## src/hdl/tqur_pkg.sv

```systemverilog
// ----------------------------------------------------------------------------
// tqur_pkg
// Shared types and codes of the task queue with undo/redo history.
// ----------------------------------------------------------------------------
`default_nettype none

package tqur_pkg;

   // Configuration defaults
   localparam int PENDING_DEPTH_DEF = 16;
   localparam int HISTORY_DEPTH_DEF = 16;
   localparam int TASK_BITS_DEF     = 16;

   // Field widths of the stream ports
   localparam int CMD_W       = 2;
   localparam int TASK_ID_W   = 16;
   localparam int STATUS_W    = 2;
   localparam int COUNT_W     = 5;
   localparam int REQ_TDATA_W = 24;
   localparam int RSP_USED_W  = STATUS_W + TASK_ID_W + 3 * COUNT_W;
   localparam int RSP_TDATA_W = 40;
   localparam int RSP_PAD_W   = RSP_TDATA_W - RSP_USED_W;

   // Depth of the command queue between front and back
   localparam int QUEUE_DEPTH = 2;

   // Command codes
   localparam logic [CMD_W-1:0] CMD_ADD  = 2'd0;
   localparam logic [CMD_W-1:0] CMD_DO   = 2'd1;
   localparam logic [CMD_W-1:0] CMD_UNDO = 2'd2;
   localparam logic [CMD_W-1:0] CMD_REDO = 2'd3;

   // Status codes
   localparam logic [STATUS_W-1:0] ST_OK    = 2'd0;
   localparam logic [STATUS_W-1:0] ST_EMPTY = 2'd1;
   localparam logic [STATUS_W-1:0] ST_FULL  = 2'd2;

   typedef struct packed {
      logic is_add;
      logic is_do;
      logic is_undo;
      logic is_redo;
   } kind_type;

   typedef struct packed {
      kind_type               kind;
      logic [TASK_ID_W-1:0]   task_id;
   } cmd_type;

   typedef struct packed {
      logic [STATUS_W-1:0]  status;
      logic [TASK_ID_W-1:0] moved_id;
      logic [COUNT_W-1:0]   pending_count;
      logic [COUNT_W-1:0]   undo_count;
      logic [COUNT_W-1:0]   redo_count;
   } rsp_type;

endpackage

`default_nettype wire

```

## src/hdl/task_queue_with_undo_redo.sv

```systemverilog
// ----------------------------------------------------------------------------
// task_queue_with_undo_redo
// Pending task FIFO with an undo/redo history kept in one shared store.
// ----------------------------------------------------------------------------
// Each request carries one command (add, do next, undo, redo) and produces
// exactly one response with a status, the task id that moved and the three
// fill counts after the command. In the back end a request first reads the
// pending and history memories through their registered read ports and then
// writes them and updates the counts; a new request is taken only after the
// last one has committed. A two-entry command queue in front and the response
// register at the back let the request side keep accepting while responses
// stall, until the queue is full. No clearing pass runs after reset; the block
// is ready as soon as reset is released.
`default_nettype none

module task_queue_with_undo_redo #(
   parameter int PENDING_DEPTH = tqur_pkg::PENDING_DEPTH_DEF,
   parameter int HISTORY_DEPTH = tqur_pkg::HISTORY_DEPTH_DEF,
   parameter int TASK_BITS     = tqur_pkg::TASK_BITS_DEF
) (
   input  wire                               clock,
   input  wire                               reset,
   input  wire                               req_tvalid,
   output logic                              req_tready,
   // [1:0] cmd, [17:2] task_id, [23:18] zero
   input  wire  [tqur_pkg::REQ_TDATA_W-1:0]  req_tdata,
   output logic                              rsp_tvalid,
   input  wire                               rsp_tready,
   // [1:0] status, [17:2] moved_id, [22:18] pending_count,
   // [27:23] undo_count, [32:28] redo_count, [39:33] zero
   output logic [tqur_pkg::RSP_TDATA_W-1:0]  rsp_tdata
);

   logic              cmd_valid;
   logic              cmd_pop;
   tqur_pkg::cmd_type cmd;
   tqur_pkg::rsp_type rsp;

   tqur_front u_front (
      .clock      (clock),
      .reset      (reset),
      .req_tvalid (req_tvalid),
      .req_tready (req_tready),
      .req_tdata  (req_tdata),
      .cmd_valid  (cmd_valid),
      .cmd        (cmd),
      .cmd_pop    (cmd_pop)
   );

   tqur_back #(
      .PENDING_DEPTH (PENDING_DEPTH),
      .HISTORY_DEPTH (HISTORY_DEPTH),
      .TASK_BITS     (TASK_BITS)
   ) u_back (
      .clock     (clock),
      .reset     (reset),
      .cmd_valid (cmd_valid),
      .cmd       (cmd),
      .cmd_pop   (cmd_pop),
      .rsp_valid (rsp_tvalid),
      .rsp_ready (rsp_tready),
      .rsp       (rsp)
   );

   assign rsp_tdata = {{tqur_pkg::RSP_PAD_W{1'b0}}, rsp.redo_count, rsp.undo_count,
                       rsp.pending_count, rsp.moved_id, rsp.status};

endmodule

`default_nettype wire

```

## src/hdl/tqur_front.sv

```systemverilog
// ----------------------------------------------------------------------------
// tqur_front
// Accepts requests, decodes the command into a kind and queues it for the
// back end.
// ----------------------------------------------------------------------------
`default_nettype none

module tqur_front (
   input  wire                                clock,
   input  wire                                reset,
   input  wire                                req_tvalid,
   output logic                               req_tready,
   // [1:0] cmd, [17:2] task_id, [23:18] zero
   input  wire  [tqur_pkg::REQ_TDATA_W-1:0]   req_tdata,
   output logic                               cmd_valid,
   output tqur_pkg::cmd_type                  cmd,
   input  wire                                cmd_pop
);

   localparam int QD     = tqur_pkg::QUEUE_DEPTH;
   localparam int QPTR_W = (QD > 1) ? $clog2(QD) : 1;
   localparam int QCNT_W = $clog2(QD + 1);
   localparam logic [QPTR_W-1:0] QPTR_LAST = QPTR_W'(QD - 1);
   localparam logic [QCNT_W-1:0] QCNT_FULL = QCNT_W'(QD);

   tqur_pkg::cmd_type q_ff [QD];
   logic [QPTR_W-1:0] wptr_ff, wptr_in;
   logic [QPTR_W-1:0] rptr_ff, rptr_in;
   logic [QCNT_W-1:0] cnt_ff, cnt_in;
   tqur_pkg::cmd_type decoded;
   logic push;

   always_comb begin
      decoded         = '0;
      decoded.task_id = req_tdata[tqur_pkg::CMD_W +: tqur_pkg::TASK_ID_W];
      unique case (req_tdata[tqur_pkg::CMD_W-1:0])
         tqur_pkg::CMD_ADD:  decoded.kind.is_add  = 1'b1;
         tqur_pkg::CMD_DO:   decoded.kind.is_do   = 1'b1;
         tqur_pkg::CMD_UNDO: decoded.kind.is_undo = 1'b1;
         tqur_pkg::CMD_REDO: decoded.kind.is_redo = 1'b1;
         default:            decoded.kind.is_add  = 1'b1;
      endcase
   end

   assign req_tready = (cnt_ff != QCNT_FULL);
   assign push       = req_tvalid && req_tready;
   assign cmd_valid  = (cnt_ff != '0);
   assign cmd        = q_ff[rptr_ff];

   always_comb begin
      wptr_in = wptr_ff;
      rptr_in = rptr_ff;
      cnt_in  = cnt_ff;
      if (push) begin
         wptr_in = (wptr_ff == QPTR_LAST) ? '0 : wptr_ff + 1'b1;
      end
      if (cmd_pop) begin
         rptr_in = (rptr_ff == QPTR_LAST) ? '0 : rptr_ff + 1'b1;
      end
      if (push && !cmd_pop) begin
         cnt_in = cnt_ff + 1'b1;
      end else if (!push && cmd_pop) begin
         cnt_in = cnt_ff - 1'b1;
      end
   end

   always_ff @(posedge clock) begin
      if (reset) begin
         wptr_ff <= '0;
         rptr_ff <= '0;
         cnt_ff  <= '0;
      end else begin
         wptr_ff <= wptr_in;
         rptr_ff <= rptr_in;
         cnt_ff  <= cnt_in;
      end
   end

   always_ff @(posedge clock) begin
      if (push) begin
         q_ff[wptr_ff] <= decoded;
      end
   end

endmodule

`default_nettype wire

```

## src/hdl/tqur_back.sv

```systemverilog
// ----------------------------------------------------------------------------
// tqur_back
// Executes queued commands against the pending FIFO memory and the shared
// undo/redo history memory, and holds the result until it is taken.
// ----------------------------------------------------------------------------
`default_nettype none

module tqur_back #(
   parameter int PENDING_DEPTH = tqur_pkg::PENDING_DEPTH_DEF,
   parameter int HISTORY_DEPTH = tqur_pkg::HISTORY_DEPTH_DEF,
   parameter int TASK_BITS     = tqur_pkg::TASK_BITS_DEF
) (
   input  wire                 clock,
   input  wire                 reset,
   input  wire                 cmd_valid,
   input  tqur_pkg::cmd_type   cmd,
   output logic                cmd_pop,
   output logic                rsp_valid,
   input  wire                 rsp_ready,
   output tqur_pkg::rsp_type   rsp
);

   localparam int ID_W   = (TASK_BITS < tqur_pkg::TASK_ID_W) ? TASK_BITS
                                                             : tqur_pkg::TASK_ID_W;
   localparam int PIDX_W = $clog2(PENDING_DEPTH);
   localparam int PCNT_W = $clog2(PENDING_DEPTH + 1);
   localparam int HIDX_W = $clog2(HISTORY_DEPTH);
   localparam int HCNT_W = $clog2(HISTORY_DEPTH + 1);
   localparam logic [PCNT_W-1:0] PD_CNT    = PCNT_W'(PENDING_DEPTH);
   localparam logic [PIDX_W:0]   PD_WRAP   = (PIDX_W + 1)'(PENDING_DEPTH);
   localparam logic [PIDX_W-1:0] PIDX_LAST = PIDX_W'(PENDING_DEPTH - 1);
   localparam logic [HCNT_W-1:0] HD_CNT    = HCNT_W'(HISTORY_DEPTH);
   localparam logic [HCNT_W-1:0] HD_LAST   = HCNT_W'(HISTORY_DEPTH - 1);

   localparam logic [0:0] ST_ISSUE  = 1'b0;
   localparam logic [0:0] ST_COMMIT = 1'b1;

   logic [0:0]                      state_ff, state_in;
   logic [PIDX_W-1:0]               head_ff, head_in;
   logic [PCNT_W-1:0]               pfill_ff, pfill_in;
   logic [HCNT_W-1:0]               ufill_ff, ufill_in;
   logic [HCNT_W-1:0]               rfill_ff, rfill_in;
   tqur_pkg::kind_type              kind_ff;
   logic [tqur_pkg::STATUS_W-1:0]   status_ff, status_in;
   logic [ID_W-1:0]                 id_ff;
   logic                            rsp_valid_ff, rsp_valid_in;
   tqur_pkg::rsp_type               rsp_ff, rsp_in;

   logic [ID_W-1:0] pend_mem [PENDING_DEPTH];
   logic [ID_W-1:0] hist_mem [HISTORY_DEPTH];
   logic [ID_W-1:0] pend_rd_ff;
   logic [ID_W-1:0] hist_rd_ff;

   logic               take;
   logic               commit;
   logic               ok;
   logic [ID_W-1:0]    moved;
   logic [HCNT_W-1:0]  undo_top;
   logic [HCNT_W-1:0]  redo_top;
   logic [HCNT_W-1:0]  redo_push;
   logic [HIDX_W-1:0]  hist_raddr;
   logic [PIDX_W:0]    tail_sum;
   logic [PIDX_W-1:0]  pend_waddr;
   logic               pend_we;
   logic               hist_we;
   logic [HIDX_W-1:0]  hist_waddr;

   // A command is taken only when the result register will be free for it.
   assign take    = (state_ff == ST_ISSUE) && cmd_valid && (!rsp_valid_ff || rsp_ready);
   assign commit  = (state_ff == ST_COMMIT);
   assign cmd_pop = take;

   // Undo grows up from entry 0, redo grows down from the last entry.
   assign undo_top   = ufill_ff - 1'b1;
   assign redo_top   = HD_CNT - rfill_ff;
   assign redo_push  = HD_LAST - rfill_ff;
   assign hist_raddr = cmd.kind.is_undo ? undo_top[HIDX_W-1:0] : redo_top[HIDX_W-1:0];

   always_comb begin
      status_in = tqur_pkg::ST_OK;
      priority if (cmd.kind.is_add) begin
         if (pfill_ff == PD_CNT) status_in = tqur_pkg::ST_FULL;
      end else if (cmd.kind.is_do) begin
         if (pfill_ff == '0) status_in = tqur_pkg::ST_EMPTY;
         else if (ufill_ff == HD_CNT) status_in = tqur_pkg::ST_FULL;
      end else if (cmd.kind.is_undo) begin
         if (ufill_ff == '0) status_in = tqur_pkg::ST_EMPTY;
      end else begin
         if (rfill_ff == '0) status_in = tqur_pkg::ST_EMPTY;
      end
   end

   // Commit state: read data is back, so write and update the fill counts.
   assign ok       = (status_ff == tqur_pkg::ST_OK);
   assign tail_sum = {1'b0, head_ff} + (PIDX_W + 1)'(pfill_ff);
   assign pend_waddr = (tail_sum >= PD_WRAP) ? PIDX_W'(tail_sum - PD_WRAP)
                                             : tail_sum[PIDX_W-1:0];
   assign pend_we    = commit && ok && kind_ff.is_add;
   assign hist_we    = commit && ok && !kind_ff.is_add;
   assign hist_waddr = kind_ff.is_undo ? redo_push[HIDX_W-1:0] : ufill_ff[HIDX_W-1:0];

   always_comb begin
      moved = '0;
      if (ok) begin
         if (kind_ff.is_add) moved = id_ff;
         else if (kind_ff.is_do) moved = pend_rd_ff;
         else moved = hist_rd_ff;
      end
   end

   always_comb begin
      state_in     = state_ff;
      head_in      = head_ff;
      pfill_in     = pfill_ff;
      ufill_in     = ufill_ff;
      rfill_in     = rfill_ff;
      rsp_valid_in = rsp_valid_ff;
      rsp_in       = rsp_ff;
      if (rsp_valid_ff && rsp_ready) begin
         rsp_valid_in = 1'b0;
      end
      unique case (state_ff)
         ST_ISSUE: begin
            if (take) state_in = ST_COMMIT;
         end
         ST_COMMIT: begin
            state_in = ST_ISSUE;
            if (ok) begin
               priority if (kind_ff.is_add) begin
                  pfill_in = pfill_ff + 1'b1;
               end else if (kind_ff.is_do) begin
                  head_in  = (head_ff == PIDX_LAST) ? '0 : head_ff + 1'b1;
                  pfill_in = pfill_ff - 1'b1;
                  ufill_in = ufill_ff + 1'b1;
                  rfill_in = '0;
               end else if (kind_ff.is_undo) begin
                  ufill_in = ufill_ff - 1'b1;
                  rfill_in = rfill_ff + 1'b1;
               end else begin
                  ufill_in = ufill_ff + 1'b1;
                  rfill_in = rfill_ff - 1'b1;
               end
            end
            rsp_valid_in         = 1'b1;
            rsp_in.status        = status_ff;
            rsp_in.moved_id      = tqur_pkg::TASK_ID_W'(moved);
            rsp_in.pending_count = tqur_pkg::COUNT_W'(pfill_in);
            rsp_in.undo_count    = tqur_pkg::COUNT_W'(ufill_in);
            rsp_in.redo_count    = tqur_pkg::COUNT_W'(rfill_in);
         end
         default: state_in = ST_ISSUE;
      endcase
   end

   always_ff @(posedge clock) begin
      if (reset) begin
         state_ff     <= ST_ISSUE;
         head_ff      <= '0;
         pfill_ff     <= '0;
         ufill_ff     <= '0;
         rfill_ff     <= '0;
         rsp_valid_ff <= 1'b0;
      end else begin
         state_ff     <= state_in;
         head_ff      <= head_in;
         pfill_ff     <= pfill_in;
         ufill_ff     <= ufill_in;
         rfill_ff     <= rfill_in;
         rsp_valid_ff <= rsp_valid_in;
      end
   end

   always_ff @(posedge clock) begin
      rsp_ff <= rsp_in;
      if (take) begin
         kind_ff   <= cmd.kind;
         status_ff <= status_in;
         id_ff     <= cmd.task_id[ID_W-1:0];
      end
   end

   always_ff @(posedge clock) begin
      if (pend_we) begin
         pend_mem[pend_waddr] <= id_ff;
      end
      pend_rd_ff <= pend_mem[head_ff];
   end

   always_ff @(posedge clock) begin
      if (hist_we) begin
         hist_mem[hist_waddr] <= moved;
      end
      hist_rd_ff <= hist_mem[hist_raddr];
   end

   assign rsp_valid = rsp_valid_ff;
   assign rsp       = rsp_ff;

endmodule

`default_nettype wire

```

## config.mk

```make
export PLATFORM = sky130hd
export DESIGN_NAME = task_queue_with_undo_redo
export DESIGN_NICKNAME = d
export VERILOG_FILES = /design/src/hdl/tqur_pkg.sv /design/src/hdl/task_queue_with_undo_redo.sv /design/src/hdl/tqur_front.sv /design/src/hdl/tqur_back.sv
export SDC_FILE = /design/constraint.sdc
export NUM_CORES = 1
export LEC_CHECK = 0
export BUFFER_PORTS_ARGS = -buffer_cell sky130_fd_sc_hd__buf_4
export CAP_MARGIN = 5
export CORE_AREA = 2 2 237 239
export CTS_CLUSTER_DIAMETER = 60
export DETAILED_ROUTE_END_ITERATION = 10
export DIE_AREA = 0 0 239 241
export PLACE_DENSITY = 0.69
export SLEW_MARGIN = 20
export SYNTH_ARGS = -nofsm -noshare
export SYNTH_HDL_FRONTEND = slang
export SYNTH_HIERARCHICAL = 1
export SYNTH_SLANG_ARGS = --single-unit
export TNS_END_PERCENT = 100
```

## constraint.sdc

```tcl
create_clock -name clock -period 3.6 [get_ports clock]
set_input_delay 0.72 -clock clock [delete_from_list [all_inputs] [get_ports clock]]
set_output_delay 0.72 -clock clock [all_outputs]
set_load 0.01 [all_outputs]
```

Word-level counts from Yosys, hierarchy flattened
Memories as Yosys holds them, arrays and structs flattened. A register that Yosys moved wholly into a read port is not among the register bits.
Index checks and enable logic that the tools add are counted.
{ "op_classes": {"add_sub_neg": 15, "magnitude_cmp": 1, "n_eq_ne": 7, "n_mux": 46, "bitwise": 2, "reduce_logical": 23} }
{ "ops": {"columns": ["cell", "n"], "rows": [
  ["two-way mux 5 bit", 11],
  ["two-way mux 16 bit", 3],
  ["two-way mux 1 bit", 19],
  ["two-way mux 2 bit", 8],
  ["two-way mux 4 bit", 4],
  ["adder 5 x 1 -> 5 bit, second input constant", 3],
  ["zero test 5 bit", 3],
  ["subtractor 5 x 1 -> 5 bit, second input constant", 3],
  ["== test 5 bit, second input constant", 2],
  ["logical AND 1 bit", 9],
  ["nonzero test 2 bit", 3],
  ["adder 4 x 5 -> 5 bit", 1],
  ["greater-or-equal comparator 5 bit, second input constant", 1],
  ["adder 4 x 1 -> 4 bit, second input constant", 1],
  ["== test 2 bit, second input constant", 2],
  ["== test 4 bit, second input constant", 1],
  ["zero test 1 bit", 4],
  ["zero test 2 bit", 2],
  ["AND reduction 4 bit", 1],
  ["subtractor 1 x 4 -> 4 bit, first input constant", 1],
  ["subtractor 4 x 1 -> 4 bit, second input constant", 1],
  ["subtractor 4 bit, first input constant", 1],
  ["adder 1 bit, second input constant", 2],
  ["adder 2 x 1 -> 2 bit, second input constant", 1],
  ["other kinds (6)", 7]
]} }
{ "word_totals": {"register_bits": 79, "ramBits": 552, "out_inout_bits": 42, "elab_cells": 116, "n_memories": 3} }
{ "mem_list": {"columns": ["memory", "depth", "width", "read_ports", "rd_ports_with_merged_regs", "write_ports", "line", "rtl"], "rows": [
  ["u_back.hist_mem", 16, 16, 1, 1, 1, "tqur_back.sv:50", "logic [ID_W-1:0] hist_mem [HISTORY_DEPTH];"],
  ["u_back.pend_mem", 16, 16, 1, 1, 1, "tqur_back.sv:49", "logic [ID_W-1:0] pend_mem [PENDING_DEPTH];"],
  ["u_front.q_ff", 2, 20, 1, 1, 1, "tqur_front.sv:26", "tqur_pkg::cmd_type q_ff [QD];"]
]} }

Logic depth before layout (Yosys ltp)
Gate-level depths: netlist of the first run.
{ "logic_depth": {"depth_word": 6, "depth_mapped": 11} }

By module
The synthesis of the first run kept the hierarchy.
{ "by_module_without_submodules": {"columns": ["module", "instances", "cells_per_inst", "area_each_um2", "seq_area_each_um2"], "rows": [
  ["tqur_back", 1, 1785, 26017.5, 18057.3],
  ["tqur_front", 1, 90, 1687.9, 1301.2],
  ["task_queue_with_undo_redo", 1, 8, 56.3, 0.0]
]} }

Least setup slack after synthesis of the first run
Ideal clock, no wire load.
{ "synth_timing": {"kind": "flip-flop to flip-flop", "from": "register u_back.state_ff, in the netlist u_back/commit", "to": "memory u_back/hist_mem[10][0] in the netlist's numbering, enable pin", "arrival_time_ns": 2.917, "required_time_ns": 3.212, "path_slack_ns": 0.295, "path_stages_with_launch": 7, "path_buffers": 2, "period_less_slack_ns": 3.305, "cell_sequence": "dfxtp_1 > buf_4 > or3b_4 > nor2_2 > buf_2 > o21ai_0 > nor2_1"} }
{ "synth_via": {"elab_chain_len": 4} }
{ "synth_rtl": {"columns": ["item", "line", "rtl"], "rows": [
  ["start: declaration", "tqur_back.sv:38", "logic [0:0] state_ff, state_in;"],
  ["start signal: assignment", "tqur_back.sv:164", "state_ff <= state_in;"],
  ["logical AND 1 bit (2 in series)", "tqur_back.sv:99", "assign hist_we = commit && ok && !kind_ff.is_add;"],
  ["two-way mux 1 bit", "tqur_back.sv:190", "if (hist_we) begin"],
  ["two-way mux 1 bit (not written as such)", "tqur_back.sv:191", "hist_mem[hist_waddr] <= moved;"],
  ["end: declaration", "tqur_back.sv:50", null]
]} }
Every way passes these cells.

Worst setup path in the final report of the first run
{ "layout_timing": {"from": "register u_back.rfill_ff[1]", "to": "register u_back.hist_rd_ff[13], read port of u_back.hist_mem"} }
{ "layout_via": {"elab_chain_len": 2} }
{ "layout_rtl": {"columns": ["item", "line", "rtl"], "rows": [
  ["start: declaration", "tqur_back.sv:42", "logic [HCNT_W-1:0] rfill_ff, rfill_in;"],
  ["start signal: assignment", "tqur_back.sv:168", "rfill_ff <= rfill_in;"],
  ["subtractor 1 x 4 -> 4 bit", "tqur_back.sv:75", "assign redo_top = HD_CNT - rfill_ff;"],
  ["two-way mux 4 bit", "tqur_back.sv:77", "assign hist_raddr = cmd.kind.is_undo ? undo_top[HIDX_W-1:0] : redo_top[HIDX_W-1:0];"],
  ["end: declaration", "tqur_back.sv:52", "logic [ID_W-1:0] hist_rd_ff;"]
]} }
Every way passes these cells.
A chain may end at the register's enable or synchronous reset.

==> results of run 1 <==
[worst max-delay path, stage by stage (launching register included)]
cell,delay [ns]
dfxtp_1,0.48
inv_1,0.14
ha_1,0.51
nor2_2,0.63
buf_4,0.34
o21ai_0,0.15
o21a_1,0.16
a211o_1,0.25
a32oi_1,0.21
[path summary, 6_finish.rpt]
check / startpoint / endpoint / depth (start not counted)
worst max-delay path: u_back/rfill_ff[1] / u_back/hist_rd_ff[13] / 8
worst max register to register: u_back/rfill_ff[1] / u_back/hist_rd_ff[13] / 8
worst min-delay path: req_tdata[17] / u_front/q_ff[1][15] / 1
worst min register to register: u_front/rptr_ff / u_front/rptr_ff / 2
[final cells by class]
cell class / count / area, um2 / share of cell area, %
Sequential cell: 662 / 19300 / 61.8
Inverter: 15 / 56.3 / 0.180
Multi-Input combinational cell: 1063 / 7800 / 25.0
Tap cell: 704 / 881 / 2.82
Timing Repair Buffer: 146 / 1170 / 3.75
Clock buffer: 94 / 1850 / 5.93
Clock inverter: 20 / 160 / 0.513
[registers in the layout (all words and copies together) (netlist names), 2 cells and up, named ones only]
signal,flops
u_back/hist_mem,256
u_back/pend_mem,256
u_front/q_ff,38
u_back/rsp,33
u_back/hist_rd_ff,16
u_back/id_ff,16
u_back/pend_rd_ff,16
u_back/pfill_ff,5
u_back/rfill_ff,5
u_back/ufill_ff,5
u_back/head_ff,4
u_back/kind_ff,3
u_back/status_ff,2
u_front/cnt_ff,2
[cell usage in the layout (no fill, tap or decap), types with 30 or more instances in the layout]
| cell | count |
|---|---|
| a21oi_1 | 66 |
| buf_4 | 140 |
| clkbuf_16 | 62 |
| dfxtp_1 | 52 |
| edfxtp_1 | 604 |
| mux2i_1 | 36 |
| mux4_2 | 64 |
| nor2_1 | 161 |
| nor2_2 | 31 |
| nor2b_1 | 87 |
| o211ai_1 | 30 |
| o21a_1 | 46 |
| o21ai_0 | 142 |
| o22ai_1 | 48 |
| o31a_1 | 31 |
[metal layers]
metal / up-vias / routed length (um) / global-route usage, %
li1: 7421 / - / -
met1: 8562 / 27600 / 32.5
met2: 812 / 32300 / 38.7
met3: 141 / 5530 / 3.85
met4: 0 / 2280 / 8.73
met5: - / 0 / 0
[power by group]
group	switching, mW	leakage [nW]	internal [mW]
Clock	2.72	1.00	3.67
Combinational	3.17	3.12	1.75
Sequential	0.595	6.01	9.67
==> impl_metrics.yaml, run 1 <==
sta:
  fmax_ghz: 0.338
  tightest_slew_ns: 1.13
  period_minus_slack_ns: 2.95
  fin_skew_ns: 0.0140
  rsz0062_at_grt: "false"
  fin_tns_setup_ns: 0
  setup_viol: 0
  hold_viol_final: 0
  period_share_pct: 82.1
  setup_ws_ns: 0.646
  slew_viol_final: 0
  slew_headroom_pct: 24.5
  whs_ns: 0.272
floorplan:
  initial_core_util_pct: 50.4
  dieArea_mm2: 0.0576
  die_h_um: 241
  core_area_mm2: 0.0549
  fp.dieW_um: 239
  rows: 86
  ios: 70
routing:
  drc_errors: 0
  wl_mm: 67.7
  post_drt_wl_per_cell_um: 25.1
  drt-initial-drc-count: 1607
  vias_per_cell: 6.26
  drtAntennaViolNets: 0
  dr.pass1.iters: 6
  vias: 16936
global_routing:
  gr-usage-all-layers_pct: 23.7
  gr-total-overflow: 0
  grt_max_degree: 97
  antenna_found_initial: 0
  grt_pass1_vias: 16849
  grt_pass1_wl_mm: 102
power:
  power_density_mw_per_mm2: 691
  ir_drop_mv: 0.738
  total_power_mw: 21.6
  leakage_nw: 10.1
flow_run:
  max_cap_violations: 0
clock_tree:
  cts_tree: "built"
  cts.sinks: 662
  cts.clk_slew.worst_paths_ns: 0.06
  ctsHoldBuffers: 0
  cts_buffer_depth: 3
  ctsResizeCount: 0
  cts_made_buffers: 60
  htree_levels: 2
  cts-root-buf: "clkbuf_16"
  clk_latency_ns: 0.63
  postCtsSetupRepairBufs: 0
placement:
  hpwl_mm: 39.8
  dp_worst_setup_slack_ns: 0.730
  gp_routability_congestion: 0.815
  place_inst: 2590
  io_buffers: 56
  placed_cell_area_mm2: 0.0292
setup_path:
  critPathLaunchType: "register"
  path_class: "reg2reg"
  critPathRequiredTime_ns: 4.14
  cp_data_arrival_time_ns: 3.50
  worst_setup_path_end_kind: "register"
  crit_fanout: 13
  ff2ff_setup_slack_ns: 0.65
finish:
  final_area_mm2: 0.0312
  final_util_pct: 56.9
  syn_to_final_growth_pct: 12.8
  nets: 1991
  nFillCells: 4223
  final_cell_count_no_fill: 2704
  layout-drive-gt1-share_pct: 18.8
  diodes: 0
yosys:
  syn_inst: 1879
  synth_area_mm2: 0.0277
  ys_warn_count: 6
  avgSynthCellArea_um2: 14.7
hold_path:
  holdCritPathClass: "in2reg"
outcome:
  status: "completed"
Power figures use the tool's default switching activity.
==> run 2: changes to the inputs <==
ABC_AREA = 1   (was unset)
clock period = 2.7 ns   (was 3.6 ns; I/O delays follow)
==> run 2 against run 1 <==
Net effect:
- first-iteration DRC count grew 13%
- clock power grew 37%
- critical endpoint is now u_back/pend_mem[13][14]
- sequential share of layout area shrank 0.094 points
- combinational power grew 67%
- non-clock buffer count is the same
- core utilization grew 0.068 points
- final area grew 0.12%
- power grew 43%
==> impl_metrics.yaml, run 2 <==
finish:
  nets: 2580
  multiInputGateArea_mm2: 0.00651
  final_common_cell: "edfxtp_1"
  syn_to_final_growth_pct: 13.1
  diodes: 0
  layout-drive-gt1-share_pct: 11.8
  nFillCells: 4397
  final_area_mm2: 0.0313
  regArea_mm2: 0.0193
  final_cell_mix: "edfxtp_1 (604), nand2_1 (386), nand3_1 (371)"
  reg.largest.list: "u_back/hist_mem (256), u_back/pend_mem (256), u_front/q_ff (38)"
sta:
  fin_tns_setup_ns: 0
  period_minus_slack_ns: 2.35
  hold_viol_final: 0
  setup_viol: 0
  period_share_pct: 87.1
  fin_skew_ns: 0.0235
  fmax_ghz: 0.425
  slew_viol_final: 0
  tightest_slew_ns: 0.699
  rsz0062_at_grt: "false"
  slew_headroom_pct: 53.1
clock_tree:
  cts.clk_slew.worst_paths_ns: 0.06
  htree_levels: 3
  cts-root-buf: "clkbuf_16"
  cts_buffer_depth: 3
  clk_latency_ns: 0.61
  postCtsSetupRepairBufs: 0
  ctsResizeCount: 0
  cts.sinks: 662
  ctsHoldBuffers: 0
  cts_tree: "built"
  cts_made_buffers: 66
setup_path:
  rr_worst_depth: 6
  critPathRequiredTime_ns: 2.96
  crit_start: "u_back/head_ff[0]"
  slowest_delay_ns: 0.51
  critPathLaunchType: "register"
  r2r_start: "u_back/head_ff[0]"
  cp_data_arrival_time_ns: 2.61
  crit_path_top_delay_cell: "dfxtp_4"
  crit_chain: "ha_1 > fa_1 > inv_1 > nand3_1 > nor2_1 > buf_4"
  ff2ff_setup_slack_ns: 0.35
  worst_setup_path_end_kind: "register"
  crit_fanout: 23
  timing.rr.end: "u_back/pend_mem[13][14]"
  path_class: "reg2reg"
global_routing:
  gr-usage-all-layers_pct: 22.8
  grt_pass1_wl_mm: 101
  grt_pass1_vias: 18072
  grt_max_degree: 66
  antenna_found_initial: 0
  gr-total-overflow: 0
yosys:
  syn_inst: 2444
  ys_warn_count: 6
  avgSynthCellArea_um2: 11.3
  synth_area_mm2: 0.0276
hold_path:
  holdPathEnd: "u_front/q_ff[0][11]"
  min_path_cells: 1
  holdCritPathClass: "in2reg"
  min-delay-start: "req_tdata[13]"
flow_run:
  max_cap_violations: 0
placement:
  hpwl_mm: 39.2
  placed_cell_area_mm2: 0.0292
  gp_routability_congestion: 0.861
  io_buffers: 56
floorplan:
  dieArea_mm2: 0.0576
  die_h_um: 241
  ios: 70
  core_area_mm2: 0.0549
  rows: 86
  initial_core_util_pct: 50.4
  fp.dieW_um: 239
routing:
  wl_mm: 64.7
  vias: 18396
  drt-initial-drc-count: 1812
  post_drt_wl_per_cell_um: 19.7
  drc_errors: 0
  vias_per_cell: 5.59
  drtAntennaViolNets: 0
  dr.pass1.iters: 5
power:
  leakage_nw: 12.3
  power_density_mw_per_mm2: 985
  ir_drop_mv: 0.871
outcome:
  status: "completed"
run 2: worst max-delay path by stage:
stage               cells after the start                       to  slack [ns]
finish                                  6  u_back/pend_mem[13][14]        0.35
global route                            5  u_back/hist_mem[12][14]         0.1
floorplan                               4    u_back/pend_mem[0][0]        0.21
global placement                        6  u_back/hist_mem[12][15]        0.47
detailed placement                      5  u_back/hist_mem[12][11]        0.44
CTS                                     6  u_back/pend_mem[13][14]        0.40
run 2: worst max-delay path: cells and delay by family, from the launching register on:
family / cells / cell delay (ns)
adder cells (fa/ha/maj): 2 / 0.70
buffers and inverters: 2 / 0.42
flip-flops: 1 / 0.51
AND/OR/NAND/NOR: 2 / 0.36
run 2: layout make-up:
class / count / area share [%]
multi-input cells: 1327 / 20.8
clock buffers: 81 / 5.63
well taps: 704 / 2.82
inverters: 334 / 4.01
repair buffers: 146 / 4.07
clock inverters: 36 / 0.920
flip-flops and latches: 662 / 61.7
run 2: through the flow:
step | instances | util [%] | setup WS (ns) | power (mW) | hold WS, ns
floorplan | 2450 | - | 0.209 | 19.1 | 0.458
global placement | 3173 | 53.2 | 0.474 | 21.9 | 0.470
detailed placement | 3173 | 53.2 | 0.443 | 22.2 | 0.474
CTS | 3290 | 57.0 | 0.398 | 30.9 | 0.0924
global route | 3290 | 57.0 | 0.0990 | 32.2 | 0.101
finish | 3290 | 57.0 | 0.349 | 30.8 | 0.116
run 2: power breakdown:
group	leakage [nW]	switching, mW	internal [mW]
Combinational	5.28	5.75	2.49
Clock	1.01	3.78	4.95
Sequential	6.01	0.746	13.1
Total	12.3	10.3	20.5
run 2: layer usage:
| metal | up-vias | share of wire [%] | GRT usage, % |
|---|---|---|---|
| met3 | 117 | 7.4 | 3.42 |
| met1 | 8957 | 43 | 31.5 |
| met4 | 0 | 2.6 | 7.90 |
| li1 | 8516 | - | - |
| met5 | - | 0 | 0 |
| met2 | 806 | 48 | 37.1 |
